File: src/hw/rtl/salc_ram.sv
`default_nettype none
// ----------------------------------------------------------------------------
// salc_ram
// Generic single-port RAM, one write or read a cycle, registered read data.
// ----------------------------------------------------------------------------
module salc_ram #(
    parameter int Width = 8,
    parameter int Depth = 16
) (
    input  wire logic                     clk,
    input  wire logic                     we,
    input  wire logic [$clog2(Depth)-1:0] addr,
    input  wire logic [Width-1:0]         wdata,
    output logic      [Width-1:0]         rdata
);
    logic [Width-1:0] mem [Depth];

    always_ff @(posedge clk)
    begin
        if (we)
        begin
            mem[addr] <= wdata;
        end
        rdata <= mem[addr];
    end
endmodule
`default_nettype wire

File: config.mk
export PLATFORM = sky130hd
export DESIGN_NAME = salc_ram
export DESIGN_NICKNAME = d
export VERILOG_FILES = /design/src/hw/rtl/salc_ram.sv
export SDC_FILE = /design/constraint.sdc
export NUM_CORES = 1
export LEC_CHECK = 0
export ABC_AREA = 1
export ABC_CLOCK_PERIOD_IN_PS = 4400
export BUFFER_PORTS_ARGS = -buffer_cell sky130_fd_sc_hd__clkbuf_2
export CELL_PAD_IN_SITES_DETAIL_PLACEMENT = 1
export CELL_PAD_IN_SITES_GLOBAL_PLACEMENT = 1
export CORE_MARGIN = 8
export CORE_UTILIZATION = 52
export DETAILED_ROUTE_END_ITERATION = 8
export GPL_TIMING_DRIVEN = 1
export HOLD_SLACK_MARGIN = 0.05
export MAX_ROUTING_LAYER = met4
export PLACE_DENSITY_LB_ADDON = 0.1
export SETUP_SLACK_MARGIN = 0.3
export SLEW_MARGIN = 10
export SYNTH_ARGS = -nofsm -noshare
export SYNTH_HDL_FRONTEND = slang
export SYNTH_SLANG_ARGS = --single-unit
File: constraint.sdc
create_clock -name clk -period 4.4 [get_ports clk]
set_clock_uncertainty 0.1 [all_clocks]
set_input_delay 0.44 -clock clk [delete_from_list [all_inputs] [get_ports clk]]
set_output_delay 0.44 -clock clk [all_outputs]
set_load 0.05 [all_outputs]
======== Yosys cells after proc, flatten, opt, wreduce, memory -nomap -nowiden ========
Memories as Yosys holds them, arrays and structs flattened. A register that Yosys moved wholly into a read port is not among the register bits.
Cells that the tools add are included.
storage, ports and cells
  bits in registers ....................... 0
  latch bits .............................. 0
  bits in writable memories ............... 128
  memory bits (read-only) ................. 0
  input port bits ......................... 14
  output and inout port bits .............. 8
  word-level logic and storage cells ...... 3
  memories ................................ 1
operators by class
  $add $sub $neg .......................... 0
  $mul .................................... 0
  div/mod/pow operators ................... 0
  order comparisons ....................... 0
  eq/ne operators ......................... 0
  shifts and indexed selects .............. 0
  muxes and demuxes ....................... 2
  bitwise gates (word level) .............. 0
  reduce and logical (&&, ||, !) cells .... 0
memories
  name  depth  width  rd ports  clocked after memory_dff  wr ports  RTL line  text
  mem   16     8      1         1                         1         16        logic [Width-1:0] mem [Depth];
operators with widths
  operator  count
  $mux W1   2

======== Longest topological paths before layout ========
Gate-level depths: netlist of the first run.
  depth in word-level cells ............... 2
  mapped depth ............................ 11
  mapped depth without buffers ............ 9

======== Least setup slack after synthesis of the first run ========
No wires, ideal clock.
  path kind ............................... input -> register
  from .................................... in addr[1]
  to ...................................... mem mem[3][0] (enable)
  library setup time ...................... 0.370 ns
  data arrival time ....................... 1.447 ns
  data required time ...................... 3.930 ns
  setup slack ............................. 2.483 ns
  stages .................................. 4
  path buffers ............................ 2
  cells stage by stage .................... buf_2 -> clkbuf_1 -> nand3_1 -> nor2_1
RTL lines
  element             RTL line  text
  start: declaration  12        input wire logic [$clog2(Depth)-1:0] addr,
  end: declaration    16
No word-level cell before the write port.

======== Worst setup path after layout of the first run ========
  from .................................... in addr[1]
  to ...................................... mem mem[9][3] (enable)
No word-level cell before the write port.

==> results.json, run 1 <==
{
  "rsz0062_at_grt": "false",
  "syn_avg_cell_area_sq_um": 10.21,
  "grt_max_degree": 62,
  "p_clk_share_pct": 44.2,
  "seq_area_frac_synth_pct": 71.59,
  "antenna_found_initial": 0,
  "r2r_start": "mem[10][6]",
  "crit_fanout": 35,
  "ff2ff_setup_slack_ns": 3.23,
  "synthDistinctLibCells": 11,
  "synth_seq_cells": 136,
  "period_needed_ns": 2.238,
  "crit_buf_inv": 2,
  "tightest_slew_ns": 0.8126,
  "switching_share_pct": 23.22,
  "wl_met2_mm": 7.134,
  "sequentialPowerShare_pct": 49.0,
  "dp_hpwl_mm": 8.726,
  "viasPerCell": 5.047,
  "setup_tns_ns": 0,
  "cts_made_buffers": 17,
  "place_ws_ns": 1.636,
  "max_freq_mhz": 446.9,
  "slew_headroom_pct": 45.62,
  "async_reset_ff_share_pct": 0,
  "wire_per_inst_um": 19.13,
  "grt-ovfl-total": 0,
  "crit_end": "mem[9][3]",
  "worst_setup_path_end_kind": "register",
  "peakVddDrop_uv": 260.1,
  "syn_area_sq_um": 5593,
  "crit_arrival_ns": 2.29,
  "syn_to_final_growth_pct": 13.18,
  "crit_path_start_kind": "input pin",
  "grt_pass1_vias": 3946,
  "die_x_um": 119.7,
  "met1Wirelength_mm": 5.743,
  "setup_viol": 0,
  "clock-sinks": 136,
  "syn_inst": 548,
  "yosysMostFrequentCell": "nand2_1",
  "holdCritPathClass": "in -> reg",
  "criticalPathCategory": "in -> reg",
  "drive_gt1_share_pct": 9.091,
  "num_antenna_cells": 0,
  "slowest_stage": "nor2_1",
  "p_leak_nw": 2.698,
  "p_comb_share_pct": 6.8,
  "drv_slew": 0,
  "htree_levels": 4,
  "wl_mm": 13.83,
  "finish.net_count": 584,
  "cts_setup_buffers": 0,
  "finalHoldViolCount": 0,
  "setup_slack_ns": 2.162,
  "cts.path.max_buffers": 2,
  "initial_utilization_pct": 52.51,
  "cp.required_ns": 4.45,
  "path_delay_family": "simple AND/OR/NAND/NOR gates",
  "reg2regPathDepth": 8,
  "power_switching_mw": 0.6914,
  "p_int_mw": 2.286,
  "r2r_end": "rdata[6]",
  "total_power_mw": 2.977,
  "cts_tree": "built",
  "ys.flop_type": "edfxtp_1",
  "worstPathCellList": "clkbuf_2 -> clkinv_1 -> nand3_1 -> nor2_1",
  "ys_top_cells_by_area": "edfxtp_1, nand2_1, dfxtp_1, inv_1, nor2_1",
  "yosys_warnings": 0,
  "crit_start": "addr[1]",
  "netlist_top_cells_count": "nand2_1, edfxtp_1, inv_1",
  "maxCapViolations": 0,
  "grt_pass1_wl_mm": 21.52,
  "synth.top_cell.area_share_pct": 68.72,
  "track_usage_pct": 20.79,
  "synth_edf_count": 128,
  "cpPeakStageDelay_ns": 0.66,
  "post_cts_resized": 0,
  "holdBufCountCts": 0,
  "highest_layer": "met4",
  "cts.clk_slew.worst_paths_ns": 0.06,
  "first_iter_violations": 238,
  "core_area_sq_um": 10650,
  "mappedNetlistNets": 562,
  "worst_skew_pair.late_latency_ns": 0.52,
  "min_period_over_period_pct": 50.86,
  "power.density_nw_per_um2": 470.4,
  "cts-root-buf": "clkbuf_8",
  "die_h_um": 119.7,
  "routabilityCongestion": 0.8358,
  "detailroute.via_count": 3649,
  "drtAntennaViolNets": 0,
  "die-area_sq_um": 14330,
  "drtPass1Iterations": 4,
  "io_buffers": 21,
  "met3WireLength_um": 701,
  "rows": 38,
  "io_pins": 22,
  "crit_cells": 4,
  "outcome": "finished, final reports clean",
  "drt_drc_violations_left": 0,
  "synth_area_leader_cell": "edfxtp_1"
}
[worst min-delay path by stage]
stage | endpoint | slack, ns | depth (start not counted) | start
finish | mem[14][1] | 0.34 | 1 | wdata[1]
global route | mem[10][2] | 0.36 | 1 | wdata[2]
CTS | mem[10][2] | 0.33 | 1 | wdata[2]
detailed placement | rdata[3] | 0.61 | 8 | mem[4][3]
global placement | rdata[3] | 0.60 | 8 | mem[4][3]
floorplan | mem[0][0] | 0.44 | 0 | wdata[0]
[power groups by stage]
stage,logic (mW),registers [mW],clock network (mW)
after floorplan,0.0999,1.51,0
after global placement,0.197,1.48,0
after detailed placement,0.203,1.49,0
after CTS,0.206,1.46,1.34
after global routing,0.224,1.46,1.37
final,0.203,1.46,1.32
[state kept, by name (all words and copies together), names as in the netlist]
name	count
mem	128
rdata	8
[logic make-up (layout without fill, tap and decap cells)]
family,Yosys count,in the layout,share of synthesized area [%]
buffers and inverters,44,79,3.624
DFF,136,136,71.59
and+or+nand+nor,368,368,24.79
[worst register-to-register path: stages, from the launching register on]
cell      delay [ns]
edfxtp_1        0.39
nand2_1         0.09
nand2_1         0.07
nand2_1         0.07
nand2_1         0.09
nand2_1         0.06
nand2_1         0.05
inv_1           0.06
nand2_1         0.07
[routing by layer]
metal | global-route usage (%) | up-vias
met3 | 3.570 | 17
met4 | 9.602 | 0
met1 | 25.05 | 1745
met2 | 33.71 | 88
li1 | - | 1799
met5 | - | -
[layout by cell type (no fill, tap or decap)]
cell type	count
edfxtp_1	128
nand3_1	4
clkinv_2	3
clkinvlp_4	5
clkbuf_2	21
clkbuf_16	16
bufinv_16	2
nor2_1	18
clkbuf_8	1
clkinv_4	1
buf_4	3
inv_1	21
clkinv_1	5
nand2_1	346
dfxtp_1	8
inv_2	1
[cell type report]
type,count,area [sq um]
sequential,136,4004
fill,1156,4320
clock buffer,17,414.1
multi-input combinational,368,1386
clock inverter,15,136.4
inverter,23,86.33
tap,140,175.2
timing repair buffer,24,127.6
[metrics by stage]
stage          util, %  hold slack (ns)  area (sq um)  instances
2_1_floorplan        -           0.4389          5593        548
3_3_place_gp     54.26           0.6039          5779        691
6_report         59.43           0.3352          6330        723
4_1_cts          59.43           0.3267          6330        723
3_5_place_dp     54.26           0.6108          5779        691
5_1_grt          59.43           0.3557          6330        723
No activity file was read; power rests on OpenSTA's default activity.
==> run 2, diff against run 1 <==
- ABC_CLOCK_PERIOD_IN_PS: 4400 -> 2000
- CORE_UTILIZATION: 52 -> 44
- clock period: 4.4 -> 2 ns (I/O delays scaled with it)
==> results.json, run 2 (synthesis results as in run 1) <==
{
  "holdCritPathClass": "in -> reg",
  "crit_path_start_kind": "register",
  "place_ws_ns": 0.2700,
  "peakVddDrop_uv": 643.6,
  "drv_slew": 0,
  "routabilityCongestion": 0.7931,
  "hold_ws_ns": 0.2157,
  "first_iter_violations": 210,
  "crit_fanout": 1,
  "viasPerCell": 4.803,
  "setup_slack_ns": 0.6496,
  "met3WireLength_um": 465,
  "io_pins": 22,
  "highest_layer": "met4",
  "cts_tree": "built",
  "clock-sinks": 136,
  "grt_max_degree": 67,
  "maxCapViolations": 0,
  "detailroute.via_count": 3727,
  "crit_start": "rdata[5]",
  "largest_reg_flops": 128,
  "cts-root-buf": "clkbuf_16",
  "worst_setup_path_end_kind": "output port",
  "slew_headroom_pct": 67.54,
  "r2r_end": "rdata[3]",
  "max_freq_mhz": 740.5,
  "grt_pass1_wl_mm": 21.45,
  "fill_cells": 1445,
  "finish.net_count": 605,
  "top_register": "mem",
  "wire_per_inst_um": 17.26,
  "cp.required_ns": 1.70,
  "cpPeakStageDelay_ns": 0.35,
  "rows": 41,
  "drive_gt1_share_pct": 11.26,
  "dp_hpwl_mm": 8.704,
  "final_cell_mix": "nand2_1, edfxtp_1, buf_4, inv_1, clkbuf_2",
  "p_leak_nw": 2.814,
  "core_area_sq_um": 12520,
  "final_cells": 776,
  "power.density_nw_per_um2": 989.9,
  "setup_viol": 0,
  "mostFrequentLayoutCell": "nand2_1",
  "period_needed_ns": 1.350,
  "met1Wirelength_mm": 6.336,
  "wl_met2_mm": 6.384,
  "holdBufCountCts": 0,
  "outcome": "finished, final reports clean",
  "reg2regPathDepth": 8,
  "crit_cells": 1,
  "die_h_um": 128.7,
  "reg.largest.list": "mem x128, rdata x8",
  "setup_tns_ns": 0,
  "dpl.cell_count": 744,
  "track_usage_pct": 18.00,
  "die-area_sq_um": 16580,
  "cts.path.max_buffers": 2,
  "wl_mm": 13.39,
  "slowest_stage": "dfxtp_1",
  "min_period_over_period_pct": 67.52,
  "drtPass1Iterations": 4,
  "cts_made_buffers": 17,
  "crit_arrival_ns": 1.05,
  "finalHoldViolCount": 0,
  "drtAntennaViolNets": 0,
  "num_antenna_cells": 0,
  "post_cts_resized": 0,
  "grt_pass1_vias": 3873,
  "crit_buf_inv": 1,
  "grt-ovfl-total": 0,
  "worstPathCellList": "clkbuf_2",
  "rsz0062_at_grt": "false",
  "cts_setup_buffers": 0,
  "antenna_found_initial": 0,
  "io_buffers": 21,
  "min_path_cells": 1,
  "initial_utilization_pct": 44.68,
  "criticalPathCategory": "reg -> out",
  "die_x_um": 128.7,
  "crit_end": "rdata[5]",
  "r2r_start": "mem[1][3]",
  "syn_to_final_growth_pct": 16.69,
  "htree_levels": 4,
  "drt_drc_violations_left": 0,
  "total_power_mw": 6.460,
  "ff2ff_setup_slack_ns": 0.88,
  "tightest_slew_ns": 0.4869,
  "worst_skew_pair.late_latency_ns": 0.41,
  "path_delay_family": "flip-flops",
  "cts.clk_slew.worst_paths_ns": 0.05
}
## run 2: power breakdown
group          switching, mW  total (mW)  internal (mW)
combinational          0.349       0.462          0.114
sequential            0.0200        3.21           3.19
clock                   1.05        2.79           1.74
total                   1.42        6.46           5.04
## run 2: area by class of cell
cell class | count | area, sq um | area share, %
tap | 172 | 215.2 | 3.298
sequential | 136 | 4004 | 61.35
timing repair buffer | 45 | 310.3 | 4.755
clock inverter | 4 | 47.55 | 0.7285
clock buffer | 28 | 476.7 | 7.304
inverter | 23 | 86.33 | 1.323
multi-input combinational | 368 | 1386 | 21.24
## run 2: metal layers
metal	up-vias	GRT usage (%)
li1	1841	-
met1	1816	22.84
met2	55	27.96
met3	15	3.558
met4	0	7.049
met5	-	-
## run 2: how the worst min path moves through the flow
stage / from / to / slack [ns]
4_1_cts: wdata[6] / mem[5][6] / 0.22
6_report: wdata[4] / mem[7][4] / 0.22
5_1_grt: wdata[4] / mem[12][4] / 0.24
3_3_place_gp: rdata[0] / rdata[0] / 0.60
3_5_place_dp: rdata[6] / rdata[6] / 0.61
2_1_floorplan: wdata[0] / mem[0][0] / 0.20
## run 2: per-stage QoR
stage | instance area, sq um | util [%]
floorplan | 5593 | -
global placement | 6002 | 47.95
detailed placement | 6002 | 47.95
CTS | 6526 | 52.14
global route | 6526 | 52.14
finish | 6526 | 52.14
==> run 3, diff against run 2 <==
- ABC_CLOCK_PERIOD_IN_PS: 2000 -> 1400
- CORE_UTILIZATION: 44 -> 48
- clock period: 2 -> 1.4 ns (I/O delays scaled with it)
==> results.json, run 3 (synthesis results as in run 1) <==
{
  "rsz0062_at_grt": "true",
  "cpPeakStageDelay_ns": 0.34,
  "ff2ff_setup_slack_ns": 0.27,
  "sequentialPowerShare_pct": 46.5,
  "drtAntennaViolNets": 0,
  "path_delay_family": "flip-flops",
  "worstPathCellList": "clkbuf_16",
  "mostFrequentLayoutCell": "nand2_1",
  "worst_setup_path_end_kind": "output port",
  "detailroute.via_count": 3860,
  "first_iter_violations": 254,
  "cts_setup_buffers": 0,
  "holdCritPathClass": "in -> reg",
  "setup_slack_ns": 0.2355,
  "r2r_start": "mem[14][3]",
  "reg.largest.list": "mem x128, rdata x8",
  "period_needed_ns": 1.164,
  "crit_fanout": 1,
  "p_leak_nw": 2.925,
  "peakVddDrop_uv": 928.2,
  "io_buffers": 21,
  "grt_max_degree": 36,
  "finalHoldViolCount": 0,
  "maxCapViolations": 0,
  "outcome": "finished, final reports clean",
  "setup_viol": 0,
  "p_comb_share_pct": 8.8,
  "crit_buf_inv": 1,
  "drt_drc_violations_left": 0,
  "cts_made_buffers": 17,
  "p_int_mw": 7.673,
  "cts-root-buf": "clkbuf_16",
  "final_cell_mix": "nand2_1, edfxtp_1, nand2_2, clkbuf_16",
  "drv_slew": 0,
  "finish.net_count": 604,
  "slowest_stage": "dfxtp_2",
  "clock-sinks": 136,
  "hold_ws_ns": 0.1212,
  "grt-ovfl-total": 0,
  "die_h_um": 123.9,
  "rows": 39,
  "crit_path_start_kind": "register",
  "syn_to_final_growth_pct": 25.26,
  "core_area_sq_um": 11420,
  "wl_mm": 14.30,
  "antenna_found_initial": 0,
  "reg2regPathDepth": 8,
  "cts.path.max_buffers": 2,
  "place_ws_ns": -0.02864,
  "cp.required_ns": 1.16,
  "initial_utilization_pct": 48.98,
  "slew_headroom_pct": 69.13,
  "final_cells": 746,
  "io_pins": 22,
  "max_freq_mhz": 858.7,
  "largest_reg_flops": 128,
  "setup_tns_ns": 0,
  "power.density_nw_per_um2": 1410,
  "min_path_cells": 1,
  "cts_tree": "built",
  "min_to": "mem[1][4]",
  "top_register": "mem",
  "worstHoldStart": "wdata[4]",
  "drtPass1Iterations": 4,
  "criticalPathCategory": "reg -> out",
  "power_switching_mw": 2.208,
  "r2r_end": "rdata[3]",
  "routabilityCongestion": 0.9430,
  "grt_pass1_wl_mm": 22.80,
  "die-area_sq_um": 15360,
  "cts.clk_slew.worst_paths_ns": 0.06,
  "dpl.cell_count": 714,
  "crit_arrival_ns": 0.92,
  "dp_hpwl_mm": 9.224,
  "min_period_over_period_pct": 83.18,
  "grt_pass1_vias": 4174,
  "die_x_um": 123.9,
  "htree_levels": 4,
  "worst_skew_pair.late_latency_ns": 0.42,
  "drive_gt1_share_pct": 22.72,
  "num_antenna_cells": 0,
  "viasPerCell": 5.174,
  "wire_per_inst_um": 19.17,
  "fin_util_pct": 61.35,
  "tightest_slew_ns": 0.4631,
  "p_clk_share_pct": 44.6,
  "switching_share_pct": 22.34,
  "track_usage_pct": 21.33
}
## run 3: how the worst max path moves through the flow
stage | cells after the start | end | from | slack, ns
floorplan | 5 | mem[13][0] | addr[1] | 0.21
global placement | 4 | mem[13][6] | addr[1] | 0.01
detailed placement | 5 | mem[13][1] | addr[0] | -0.03
CTS | 1 | rdata[0] | rdata[0] | 0.22
global route | 8 | rdata[3] | mem[14][3] | 0.19
finish | 1 | rdata[3] | rdata[3] | 0.24
## run 3: final cells by class
cell class | count | area (sq um)
Sequential cell | 136 | 4014
Clock inverter | 11 | 128.9
Tap cell | 143 | 178.9
Inverter | 23 | 111.4
Timing Repair Buffer | 44 | 480.5
Fill cell | 1208 | 4413
Multi-Input combinational cell | 368 | 1642
Clock buffer | 21 | 450.4
## run 3: layer usage
metal | vias to the layer above | track usage, % | part of all wire [%] | wire [um]
li1 | 1840 | - | - | -
met1 | 1926 | 25.36 | 44 | 6302
met3 | 20 | 4.669 | 4.0 | 567
met5 | - | - | 0 | 0
met2 | 74 | 34.76 | 50 | 7176
met4 | 0 | 8.699 | 1.8 | 252
## run 3: stage by stage
step	total power, mW	area (sq um)
2_1_floorplan	5.134	5863
3_3_place_gp	5.401	6206
3_5_place_dp	5.427	6206
4_1_cts	9.946	6965
5_1_grt	10.17	7005
6_report	9.881	7005
## run 3: repair_timing
item	4_1_cts	5_1_grt
pin swaps	23	32
hold endpoints to repair	0	0
setup endpoints to repair	14	16
hold buffers	0	0
gates resized for setup	46	18
## run 3: power by group through the flow
stage / clock [mW] / sequential [mW] / combinational [mW]
after CTS: 4.48 / 4.60 / 0.871
after global placement: 0 / 4.66 / 0.741
final: 4.41 / 4.60 / 0.874
after global routing: 4.61 / 4.61 / 0.948
after detailed placement: 0 / 4.66 / 0.764
after floorplan: 0 / 4.75 / 0.379
